`src/rtl/bla_pkg.sv`:
```
// Shared codes, types and reset values for the battery level alarm block.
`timescale 1ns / 1ps

package bla_pkg;

    // Battery level codes.
    localparam logic [1:0] LVL_NORMAL  = 2'd0;
    localparam logic [1:0] LVL_WARNING = 2'd1;
    localparam logic [1:0] LVL_LOW     = 2'd2;
    localparam logic [1:0] LVL_DEAD    = 2'd3;

    // LED command codes.
    localparam logic [1:0] CMD_KEEP   = 2'd0;
    localparam logic [1:0] CMD_ON     = 2'd1;
    localparam logic [1:0] CMD_OFF    = 2'd2;
    localparam logic [1:0] CMD_TOGGLE = 2'd3;

    // Voice prompt codes.
    localparam logic [1:0] VOICE_NONE = 2'd0;
    localparam logic [1:0] VOICE_WARN = 2'd1;
    localparam logic [1:0] VOICE_LOW  = 2'd2;

    // Configuration register indexes.
    localparam logic [1:0] REG_NORMAL_THR  = 2'd0;
    localparam logic [1:0] REG_WARNING_THR = 2'd1;
    localparam logic [1:0] REG_LOW_THR     = 2'd2;
    localparam logic [1:0] REG_REPEAT_LIM  = 2'd3;

    // Field widths.
    localparam int SAMPLE_W = 12;
    localparam int COUNT_W  = 8;

    // Configuration reset values.
    localparam logic [SAMPLE_W-1:0] NORMAL_THR_RST  = 12'd3000;
    localparam logic [SAMPLE_W-1:0] WARNING_THR_RST = 12'd2800;
    localparam logic [SAMPLE_W-1:0] LOW_THR_RST     = 12'd2600;
    localparam logic [COUNT_W-1:0]  REPEAT_LIM_RST  = 8'd10;

    typedef struct packed {
        logic [SAMPLE_W-1:0] normal_thr;
        logic [SAMPLE_W-1:0] warning_thr;
        logic [SAMPLE_W-1:0] low_thr;
        logic [COUNT_W-1:0]  repeat_lim;
    } bla_cfg_t;

    typedef struct packed {
        logic [1:0]         level;
        logic [COUNT_W-1:0] prompt_cnt;
    } bla_state_t;

    typedef struct packed {
        logic [1:0] level_now;
        logic [1:0] voice_cmd;
        logic [1:0] led_two_cmd;
        logic [1:0] led_one_cmd;
    } bla_result_t;

endpackage

```
`src/rtl/bla_step.sv`:
```
// Per-sample level update: threshold compares, LED commands and prompt counter.
`timescale 1ns / 1ps

module bla_step (
    input  logic [bla_pkg::SAMPLE_W-1:0] sample,
    input  bla_pkg::bla_cfg_t            cfg,
    input  bla_pkg::bla_state_t          state_cur,
    output bla_pkg::bla_state_t          state_next,
    output bla_pkg::bla_result_t         result
);

    logic [bla_pkg::COUNT_W-1:0] cnt_inc;

    assign cnt_inc = state_cur.prompt_cnt + {{(bla_pkg::COUNT_W-1){1'b0}}, 1'b1};

    // Level decision; a step down leaves LEDs and voice unchanged.
    always_comb begin
        state_next         = state_cur;
        result.led_one_cmd = bla_pkg::CMD_KEEP;
        result.led_two_cmd = bla_pkg::CMD_KEEP;
        result.voice_cmd   = bla_pkg::VOICE_NONE;
        unique case (state_cur.level)
            bla_pkg::LVL_NORMAL: begin
                if (sample > cfg.normal_thr) begin
                    result.led_one_cmd = bla_pkg::CMD_ON;
                    result.led_two_cmd = bla_pkg::CMD_OFF;
                end else begin
                    state_next.level = bla_pkg::LVL_WARNING;
                end
            end
            bla_pkg::LVL_WARNING: begin
                if (sample > cfg.warning_thr) begin
                    result.led_one_cmd = bla_pkg::CMD_TOGGLE;
                    result.led_two_cmd = bla_pkg::CMD_OFF;
                    // The warning prompt plays once per stay in warning.
                    if (state_cur.prompt_cnt == '0) begin
                        result.voice_cmd      = bla_pkg::VOICE_WARN;
                        state_next.prompt_cnt = {{(bla_pkg::COUNT_W-1){1'b0}}, 1'b1};
                    end
                end else begin
                    state_next.prompt_cnt = '0;
                    state_next.level      = bla_pkg::LVL_LOW;
                end
            end
            bla_pkg::LVL_LOW: begin
                if (sample > cfg.low_thr) begin
                    result.led_one_cmd = bla_pkg::CMD_OFF;
                    result.led_two_cmd = bla_pkg::CMD_ON;
                    // The counter wraps at its width, so a limit at full scale never fires.
                    if (cnt_inc > cfg.repeat_lim) begin
                        result.voice_cmd      = bla_pkg::VOICE_LOW;
                        state_next.prompt_cnt = '0;
                    end else begin
                        state_next.prompt_cnt = cnt_inc;
                    end
                end else begin
                    state_next.prompt_cnt = '0;
                    state_next.level      = bla_pkg::LVL_DEAD;
                end
            end
            default: begin
                result.led_one_cmd = bla_pkg::CMD_OFF;
                result.led_two_cmd = bla_pkg::CMD_OFF;
                state_next.level   = bla_pkg::LVL_DEAD;
            end
        endcase
        result.level_now = state_next.level;
    end

endmodule

```
`src/rtl/battery_level_alarm_fsm.sv`:
```
// Top level of the battery level alarm: input register, level update, result register.
`timescale 1ns / 1ps

// Channel   Direction  Item contents
// s_axis    in         one filtered 12-bit battery voltage sample
// m_axis    out        LED one, LED two, voice prompt and level after the step
// cfg       in         thresholds and low-prompt repeat limit, indexed writes
//
// One item per cycle sustained while the output is not stalled; each sample passes through
// the input register, then through the level logic into the result register.
// Level and prompt counter update when a sample moves into the result register.
// A stalled result holds its register; the input register still takes one more item.
// Reset restores normal level, a cleared counter and the default configuration.

module battery_level_alarm_fsm (
    input  logic        aclk,
    input  logic        aresetn,
    input  logic        s_tvalid,
    output logic        s_tready,
    input  logic [15:0] s_tdata,   // [11:0] sample, [15:12] zero
    output logic        m_tvalid,
    input  logic        m_tready,
    output logic [7:0]  m_tdata,   // [1:0] led_one_cmd, [3:2] led_two_cmd,
                                   // [5:4] voice_cmd, [7:6] level_now
    input  logic        cfg_we,
    input  logic [1:0]  cfg_addr,
    input  logic [11:0] cfg_wdata
);

    bla_pkg::bla_cfg_t             cfg_reg;
    bla_pkg::bla_state_t           state_reg;
    bla_pkg::bla_state_t           state_next;
    bla_pkg::bla_result_t          result_next;
    bla_pkg::bla_result_t          result_reg;
    logic [bla_pkg::SAMPLE_W-1:0]  sample_reg;
    logic                          in_valid_reg;
    logic                          out_valid_reg;
    logic                          advance;

    // An item moves on when the result register is free or being emptied.
    assign advance  = in_valid_reg && (!out_valid_reg || m_tready);
    assign s_tready = !in_valid_reg || advance;
    assign m_tvalid = out_valid_reg;
    assign m_tdata  = result_reg;

    // Configuration registers.
    always_ff @(posedge aclk) begin
        if (!aresetn) begin
            cfg_reg.normal_thr  <= bla_pkg::NORMAL_THR_RST;
            cfg_reg.warning_thr <= bla_pkg::WARNING_THR_RST;
            cfg_reg.low_thr     <= bla_pkg::LOW_THR_RST;
            cfg_reg.repeat_lim  <= bla_pkg::REPEAT_LIM_RST;
        end else if (cfg_we) begin
            unique case (cfg_addr)
                bla_pkg::REG_NORMAL_THR:  cfg_reg.normal_thr  <= cfg_wdata;
                bla_pkg::REG_WARNING_THR: cfg_reg.warning_thr <= cfg_wdata;
                bla_pkg::REG_LOW_THR:     cfg_reg.low_thr     <= cfg_wdata;
                bla_pkg::REG_REPEAT_LIM:
                    cfg_reg.repeat_lim <= cfg_wdata[bla_pkg::COUNT_W-1:0];
                default: ;
            endcase
        end
    end

    // Input register.
    always_ff @(posedge aclk) begin
        if (!aresetn) begin
            in_valid_reg <= 1'b0;
        end else if (s_tready) begin
            in_valid_reg <= s_tvalid;
        end
    end

    always_ff @(posedge aclk) begin
        if (s_tvalid && s_tready) begin
            sample_reg <= s_tdata[bla_pkg::SAMPLE_W-1:0];
        end
    end

    bla_step u_step (
        .sample     (sample_reg),
        .cfg        (cfg_reg),
        .state_cur  (state_reg),
        .state_next (state_next),
        .result     (result_next)
    );

    // Level state and result register.
    always_ff @(posedge aclk) begin
        if (!aresetn) begin
            state_reg     <= '0;
            out_valid_reg <= 1'b0;
        end else begin
            if (advance) begin
                state_reg <= state_next;
            end
            if (advance) begin
                out_valid_reg <= 1'b1;
            end else if (m_tready) begin
                out_valid_reg <= 1'b0;
            end
        end
    end

    always_ff @(posedge aclk) begin
        if (advance) begin
            result_reg <= result_next;
        end
    end

endmodule

```
`config.mk`:
```
export PLATFORM = sky130hd
export DESIGN_NAME = battery_level_alarm_fsm
export DESIGN_NICKNAME = d
export VERILOG_FILES = /design/src/rtl/bla_pkg.sv /design/src/rtl/bla_step.sv /design/src/rtl/battery_level_alarm_fsm.sv
export SDC_FILE = /design/constraint.sdc
export NUM_CORES = 1
export LEC_CHECK = 0
export ABC_AREA = 0
export BUFFER_PORTS_ARGS = -buffer_cell sky130_fd_sc_hd__buf_2
export CELL_PAD_IN_SITES_DETAIL_PLACEMENT = 0
export CELL_PAD_IN_SITES_GLOBAL_PLACEMENT = 2
export CORE_UTILIZATION = 34
export CTS_BUF_LIST = sky130_fd_sc_hd__clkbuf_4 sky130_fd_sc_hd__clkbuf_8
export CTS_CLUSTER_DIAMETER = 200
export DETAILED_ROUTE_END_ITERATION = 12
export PLACE_DENSITY_LB_ADDON = 0.1
export SYNTH_ARGS = -nofsm -noshare
export SYNTH_HDL_FRONTEND = slang
export SYNTH_SLANG_ARGS = --single-unit
```
`constraint.sdc`:
```
create_clock -name aclk -period 2.7 [get_ports aclk]
set_input_delay 0.54 -clock aclk [delete_from_list [all_inputs] [get_ports aclk]]
set_output_delay 0.54 -clock aclk [all_outputs]
set_load 0.01 [all_outputs]
```
Word-level counts from Yosys, hierarchy flattened
Index checks and enable logic that the tools add are counted.
Widths: inputs -> output; s select.
{ "word_totals": {"out_inout_bits": 10, "register_bits": 76, "rom_bits": 0, "mem_bits_rw": 0, "latchBits": 0, "inputBits": 35, "n_memories": 0} }
{ "op_classes": {"n_addsub": 1, "order_cmp": 4, "n_reduce_logical": 16, "div": 0, "eq_ne": 6, "mul": 0, "shift": 0, "mux": 18, "n_bitwise": 0} }
{ "op_table": {"columns": ["cell", "n"], "rows": [
  ["$gt 12x12->1", 3],
  ["$mux 8", 4],
  ["$pmux 8 s2", 1],
  ["$mux 6", 2],
  ["$pmux 4 s3", 1],
  ["$add 8x1->8 const B", 1],
  ["$gt 8x8->1", 1],
  ["$logic_not 8->1", 1],
  ["$mux 2", 4],
  ["$reduce_and 2->1", 4],
  ["$eq 2x2->1 const B", 3],
  ["$pmux 2 s3", 1],
  ["$eq 2x1->1 const B", 2],
  ["$logic_not 2->1", 2],
  ["$mux 4", 1],
  ["$pmux 2 s2", 1],
  ["$reduce_bool 2->1", 2],
  ["$mux 1", 3],
  ["$ne 3x3->1 const B", 1],
  ["$reduce_and 3->1", 1],
  ["$logic_and 1x1->1", 2],
  ["$logic_not 1->1", 2],
  ["$logic_or 1x1->1", 2]
]} }

Longest topological paths before layout
Gate-level depths: netlist of run 1.
{ "logic_depth": {"depth_word": 5, "depth_mapped": 10} }

Cells and area by module
A second synthesis of run 1 with hierarchy kept.
{ "hier_totals": {"hier_cells": 476, "hier_area_um2": 4279.1} }
{ "by_module_without_submodules": {"columns": ["mod", "seq_area_each_um2", "area_per_inst_um2", "instances", "cells_per_inst"], "rows": [
  ["battery_level_alarm_fsm", 1721.7, 2673.8, 1, 239],
  ["bla_step", 0.0, 1605.3, 1, 237]
]} }

Least setup slack after synthesis of run 1
Ideal clock, no wire load.
{ "synth_timing": {"path_type": "register to register", "from": "register state_reg[2] (netlist bit)", "to": "register state_reg[2] (netlist bit)", "setup_ps": 80, "path_buffers": 0, "period_less_slack_ps": 2546, "stages_incl_launch_ff": 11, "path_slack_ps": 154, "arrival_time_ps": 2466, "cell_sequence": "dfxtp_1 -> and3_1 -> and3_1 -> nand3_1 -> xnor2_1 -> ha_1 -> a21oi_1 -> o21ai_0 -> o22ai_1 -> o2111ai_2 -> o211ai_1"} }
{ "synth_via": {"elab_chain_len": 5, "elab_cells_between_ends": 8, "classes_between": "add/sub: 1; order compare: 1; eq/ne: 1; mux: 3; reduce/logical: 2"} }
{ "synth_lines": {"columns": ["element", "line_no", "source"], "rows": [
  ["start: declaration", "battery_level_alarm_fsm.sv:31", "bla_pkg::bla_state_t state_reg;"],
  ["start signal: assignment", "battery_level_alarm_fsm.sv:95", "state_reg <= state_next;"],
  ["$add 8x1->8", "bla_step.sv:14", "assign cnt_inc = state_cur.prompt_cnt + {{(bla_pkg::COUNT_W-1){1'b0}}, 1'b1};"],
  ["$gt 8x8->1", "bla_step.sv:50", "if (cnt_inc > cfg.repeat_lim) begin"],
  ["$mux 8", "bla_step.sv:50", null],
  ["$mux 8", "bla_step.sv:46", "if (sample > cfg.low_thr) begin"],
  ["$pmux 8 s2", "bla_step.sv:22", "unique case (state_cur.level)"]
]} }
Parallel ways exist; a longest one is shown, timed or not.
A chain may end at the register's enable or synchronous reset.

==> impl_metrics.env, run 1 <==
export IMPL_status="finished, final reports clean"
export IMPL_worstSetupStartpointType="flop"
export IMPL_post_dp_hpwl_um=8243
export IMPL_crit_required_ns=2.81
export IMPL_synth_most_common_cell="nand2_1"
export IMPL_yosysWarnings=0
export IMPL_routed_wirelength_um=11020
export IMPL_drt_iter0_markers=199
export IMPL_fin_crit_sh_pct=94.58
export IMPL_synthTopCellsByArea="dfxtp_1 (27%), ha_1 (15%), edfxtp_1 (14%), nand2_1 (8.0%), a21oi_1 (5.6%)"
export IMPL_synth_nets=554
export IMPL_row_count=40
export IMPL_ctsLongestPathBuffers=2
export IMPL_drv_cap=0
export IMPL_wl_per_cell_um=16.28
export IMPL_critPathMaxFanout=9
export IMPL_synth_top_family_by_area="simple AND/OR/NAND/NOR gates"
export IMPL_clk_latency_ns=0.37
export IMPL_overflow=0
export IMPL_ys_ff_latch=76
export IMPL_dr_pass1_iters=4
export IMPL_worst_setup_path_type="reg2reg"
export IMPL_num_antenna_cells=0
export IMPL_synth_fa_ha_area_share_pct=14.99
export IMPL_vias=3404
export IMPL_portBuffers=40
export IMPL_placed_cell_area_um2=4647
export IMPL_synth_xor_area_share_pct=1.259
export IMPL_ios=45
export IMPL_cts_buffers=9
export IMPL_path_clk_slew_ns=0.08
export IMPL_async_reset_ff_share_pct=0
export IMPL_synth_flop_cell="dfxtp_1"
export IMPL_cp_arrival_ns=2.67
export IMPL_cts_setup_buffers=0
export IMPL_dieHeight_um=112.8
export IMPL_post_cts_hold_buffer_count=0
export IMPL_root_buffer="clkbuf_8"
export IMPL_crit_path_end_kind="flop"
export IMPL_synth_compound_area_share_pct=17.63
export IMPL_slew_viol_final=0
export IMPL_cts_sinks=76
export IMPL_ys_seq_area_share_pct=41.26
export IMPL_max_freq_ghz=0.3916
export IMPL_avgSynthCellArea_um2=8.897
export IMPL_initial_utilization_pct=34.74
export IMPL_gp_congestion=0.7744
export IMPL_synth_common_cells="nand2_1 (89), dfxtp_1 (56), inv_1 (51)"
export IMPL_layout_drive_gt1_share_pct=17.55
export IMPL_synth_simple_area_share_pct=19.01
export IMPL_largest_reg_flops=44
export IMPL_track_usage_pct=18.86
export IMPL_power_density_nw_per_um2=499.7
export IMPL_ys_types=49
export IMPL_yosysTopAreaCell="dfxtp_1"
export IMPL_cts_tree="done"
export IMPL_max_slew_worst_pin_slew_ns=0.7761
export IMPL_avgViaCountPerCell=5.028
export IMPL_grt_first_pass_wirelength_um=17880
export IMPL_setup_tns_ns=0
export IMPL_area_growth_pct=16.43
export IMPL_synth_top_area_share_pct=26.87
export IMPL_core_area_um2=12010
export IMPL_synth_edff_count=20
export IMPL_grt_pass1_vias=3353
export IMPL_die_area_um2=12720
export IMPL_synthCells=469
export IMPL_antenna_found_initial=0
export IMPL_skew_ns=0.01646
export IMPL_final_nets=610
export IMPL_post_route_drc_count=0
export IMPL_slew_headroom_pct=48.26
export IMPL_ir_worst_vdd_mv=0.1937
export IMPL_period_needed_ns=2.554
export IMPL_hold_path_class="in2reg"
export IMPL_antenna_left=0
export IMPL_die_w_um=112.8
export IMPL_h_tree_depth=3
export IMPL_fin_area_um2=4858
export IMPL_p_leak_nw=2.096
export IMPL_synthMuxAreaShare_pct=0
export IMPL_syn_cell_area_um2=4173
export IMPL_hold_violations=0
export IMPL_grt_max_degree=30
export IMPL_rsz0062_at_grt="no"
export IMPL_setup_viol=0
-- per-stage QoR --
| step | worst slack (ns) | utilization (%) | power [mW] | hold slack, ns | std cells |
|---|---|---|---|---|---|
| 2_1_floorplan | 0.1539 | - | 1.475 | 0.4363 | 469 |
| 3_3_place_gp | 0.1025 | 38.69 | 1.601 | 0.4431 | 661 |
| 3_5_place_dp | 0.05433 | 38.69 | 1.604 | 0.4474 | 661 |
| 4_1_cts | 0.08027 | 40.31 | 2.463 | 0.3213 | 677 |
| 5_1_grt | 0.06493 | 40.45 | 2.558 | 0.3197 | 677 |
| 6_report | 0.1464 | 40.45 | 2.428 | 0.3446 | 677 |
-- power breakdown --
part / total, mW / switching, mW / leakage, nW / internal [mW]
Combinational: 0.335 / 0.205 / 1.34 / 0.130
Clock: 0.849 / 0.436 / 0.101 / 0.413
Sequential: 1.24 / 0.0232 / 0.651 / 1.22
-- per-layer routing --
layer	track usage (%)	share of wire [%]	routed length, um	vias to the layer above
li1	-	-	-	1754
met1	23.63	47	5223	1574
met2	31.73	47	5224	59
met3	3.964	3.2	350	17
met4	7.378	2.0	225	0
met5	0	0	0	-
-- cell families after synthesis --
logic type               Yosys count
XOR/XNOR                           6
adder cells (fa/ha/maj)           50
AO/OA/AOI/OAI                    110
flip-flops                        76
buffers and inverters             65
AND/OR/NAND/NOR                  162
-- final timing paths --
check,start,endpoint,slack (ns),cells past startpoint
max,sample_reg[7],m_tdata[1],0.15,6
max reg2reg,sample_reg[7],m_tdata[1],0.15,6
min,s_tdata[11],sample_reg[11],0.34,1
min reg2reg,cfg_reg[33],cfg_reg[33],0.45,2
-- final cells by class --
cell class	instances	area [um^2]
Clock buffer	14	173.9
Clock inverter	2	10.01
Fill cell	1252	7153
Inverter	51	191.4
Multi-Input combinational cell	328	2233
Sequential cell	76	1723
Tap cell	147	183.9
Timing Repair Buffer	59	342.8
-- critical path: stages (launching register included) --
cell	delay (ns)
edfxtp_1	0.42
ha_1	0.33
a21oi_1	0.13
o21ai_0	0.12
a221oi_1	0.71
a211oi_4	0.23
or3_1	0.35
-- what timing repair did --
action | 4_1_cts | 5_1_grt
resized for setup | 1 | 3
setup endpoints to repair | 1 | 6
cloned | 0 | 0
pin swaps | 0 | 0
-- cell usage in the layout, fill, tap and decap left out, types with 3 or more instances in the layout --
master and n:
a21oi_1 47, o21bai_1 4, dfxtp_1 55, nor3_1 3
o22ai_1 4, xor2_1 4, edfxtp_1 20, nor2_1 12
ha_1 50, nor2b_1 10, buf_2 40, buf_4 19
o211ai_1 30, nand2_1 89, o21ai_0 4, inv_1 51
and3_1 6, nand3_1 10, nand4_1 11, clkbuf_8 11
nand3b_1 5, or2_2 3, clkbuf_4 3
Note: power is estimated with default switching activity, not from simulation.
==> run 2: changes to the inputs <==
--- a/config.mk
+++ b/config.mk
@@ -11,2 +11,3 @@
 export CELL_PAD_IN_SITES_GLOBAL_PLACEMENT = 2
+export CORE_MARGIN = 2
 export CORE_UTILIZATION = 34
--- a/constraint.sdc
+++ b/constraint.sdc
@@ -3,2 +3,2 @@
 set_output_delay 0.54 -clock aclk [all_outputs]
-set_load 0.01 [all_outputs]
+set_load 0.02 [all_outputs]
==> run 2 against run 1 <==
Compared with the run above:
- cell count is 0.30% lower
- hold slack got worse by 0.0099 ns
- largest power group unchanged
- largest cell class unchanged
- clock-buffer cell count shrank 4
- critical endpoint unchanged
- final area grew 1.1%
- core utilization is 0.44 points higher
- sequential share of layout area decreased by 0.38 points
==> impl_metrics.env, run 2 (synthesized netlist as in run 1, its figures left out) <==
export IMPL_die_w_um=114.8
export IMPL_fill_cells=1223
export IMPL_slowest_delay_ns=0.49
export IMPL_gp_congestion=0.7949
export IMPL_area_growth_pct=17.69
export IMPL_final_cell_mix="nand2_1 (89), dfxtp_1 (55), inv_1 (51)"
export IMPL_path_clk_slew_ns=0.09
export IMPL_crit_family="simple AND/OR/NAND/NOR gates"
export IMPL_final_common_cell="nand2_1"
export IMPL_clk_latency_ns=0.38
export IMPL_grt_max_degree=37
export IMPL_crit_slowest_cell="or3_4"
export IMPL_skew_ns=0.01391
export IMPL_wl_per_cell_um=16.01
export IMPL_fin_crit_sh_pct=92.61
export IMPL_setup_viol=0
export IMPL_slew_viol_final=0
export IMPL_rsz0062_at_grt="no"
export IMPL_setup_slack_ns=0.1995
export IMPL_final_nets=608
export IMPL_post_route_drc_count=0
export IMPL_max_freq_ghz=0.3999
export IMPL_ios=45
export IMPL_intPower_mw=1.973
export IMPL_status="finished, final reports clean"
export IMPL_track_usage_pct=18.05
export IMPL_h_tree_depth=3
export IMPL_layout_drive_gt1_share_pct=17.42
export IMPL_highest_layer="met4"
export IMPL_routed_wirelength_um=10810
export IMPL_critical_path_cell_chain="ha_1, nand4_1, or3_4, and2_1, o31a_1, or3_1"
export IMPL_p_total_mw=2.666
export IMPL_hold_violations=0
export IMPL_met2WireLength_um=5142
export IMPL_power_density_nw_per_um2=542.8
export IMPL_ff2ff_path_depth=6
export IMPL_placedCellCount=659
export IMPL_dieHeight_um=114.8
export IMPL_seqPwrFrac_pct=46.7
export IMPL_avgViaCountPerCell=4.970
export IMPL_route_met3_wl_um=363
export IMPL_max_slew_worst_pin_slew_ns=0.7023
export IMPL_met1_length_um=5203
export IMPL_slew_headroom_pct=53.18
export IMPL_num_antenna_cells=0
export IMPL_vias=3355
export IMPL_placed_cell_area_um2=4632
export IMPL_holdPathStages=1
export IMPL_hold_path_class="in2reg"
export IMPL_cp_arrival_ns=2.61
export IMPL_worst_setup_path_type="reg2reg"
export IMPL_switching_share_pct=25.97
export IMPL_ir_worst_vdd_mv=0.3212
export IMPL_antenna_found_initial=0
export IMPL_post_dp_hpwl_um=8057
export IMPL_dp_slack_ns=0.05734
export IMPL_period_needed_ns=2.500
export IMPL_fin_cells=675
export IMPL_drv_cap=0
export IMPL_crit_path_end_kind="flop"
export IMPL_pwr_share_comb_pct=12.7
export IMPL_dr_pass1_iters=4
export IMPL_clock_power_share_pct=40.6
export IMPL_setup_tns_ns=0
export IMPL_cts_resized=0
export IMPL_ctsLongestPathBuffers=2
export IMPL_post_cts_hold_buffer_count=0
export IMPL_p_leak_nw=2.106
export IMPL_portBuffers=40
export IMPL_antenna_left=0
export IMPL_overflow=0
export IMPL_cts_setup_buffers=0
export IMPL_row_count=40
export IMPL_worstSetupStartpointType="flop"
export IMPL_grt_first_pass_wirelength_um=17750
export IMPL_p_switching_uw=692.1
export IMPL_grt_pass1_vias=3248
export IMPL_timing_hold_ws_ns=0.3347
export IMPL_crit_required_ns=2.81
export IMPL_cts_buffers=9
export IMPL_cts_sinks=76
export IMPL_core_area_um2=12010
export IMPL_root_buffer="clkbuf_8"
export IMPL_die_area_um2=13170
export IMPL_drt_iter0_markers=179
export IMPL_cts_tree="done"
export IMPL_initial_utilization_pct=34.74
export IMPL_largest_reg_flops=44
export IMPL_path_depth=6
export IMPL_fin_area_um2=4911
export IMPL_critPathMaxFanout=5
export IMPL_crit_buf_inv=0
export IMPL_final_util_pct=40.89
-- run 2: cell count changes in the layout (fill, tap and decap cells not counted) --
cell / change
clkinvlp_4: +3
buf_4: -2
clkinv_2: -2
xnor2_1: -1
xnor2_2: +1
bufinv_16: +3
clkbuf_4: -2
clkbuf_8: -2
-- run 2: power by group through the flow --
stage | registers (mW) | logic, mW | clock network [mW]
6_report | 1.24 | 0.339 | 1.08
5_1_grt | 1.25 | 0.389 | 1.16
4_1_cts | 1.24 | 0.342 | 1.11
3_5_place_dp | 1.27 | 0.339 | 0
3_3_place_gp | 1.27 | 0.336 | 0
2_1_floorplan | 1.27 | 0.206 | 0
-- run 2: routing by layer --
| layer | GRT usage, % | up-vias |
|---|---|---|
| met5 | 0 | - |
| met4 | 4.659 | 0 |
| met3 | 4.586 | 6 |
| met2 | 29.35 | 47 |
| met1 | 24.10 | 1551 |
| li1 | - | 1751 |
-- run 2: worst paths after layout --
kind	from	to	slack, ns
max	sample_reg[10]	m_tdata[1]	0.20
min	s_tdata[4]	sample_reg[4]	0.33
max reg2reg	sample_reg[10]	m_tdata[1]	0.20
min reg2reg	cfg_reg[7]	cfg_reg[7]	0.46
-- run 2: worst reg2reg max path: stages, from the launching register on --
cell,delay [ns]
edfxtp_1,0.44
ha_1,0.34
nand4_1,0.26
or3_4,0.49
and2_1,0.20
o31a_1,0.15
or3_1,0.35
-- run 2: final cells by class --
cell class / instances / area (um^2) / share of cell area, %
multi-input combinational: 328 / 2241 / 45.63
timing repair buffer: 57 / 327.8 / 6.675
tap: 147 / 183.9 / 3.745
inverter: 51 / 191.4 / 3.898
sequential: 76 / 1723 / 35.08
clock inverter: 6 / 112.6 / 2.293
clock buffer: 10 / 131.4 / 2.675
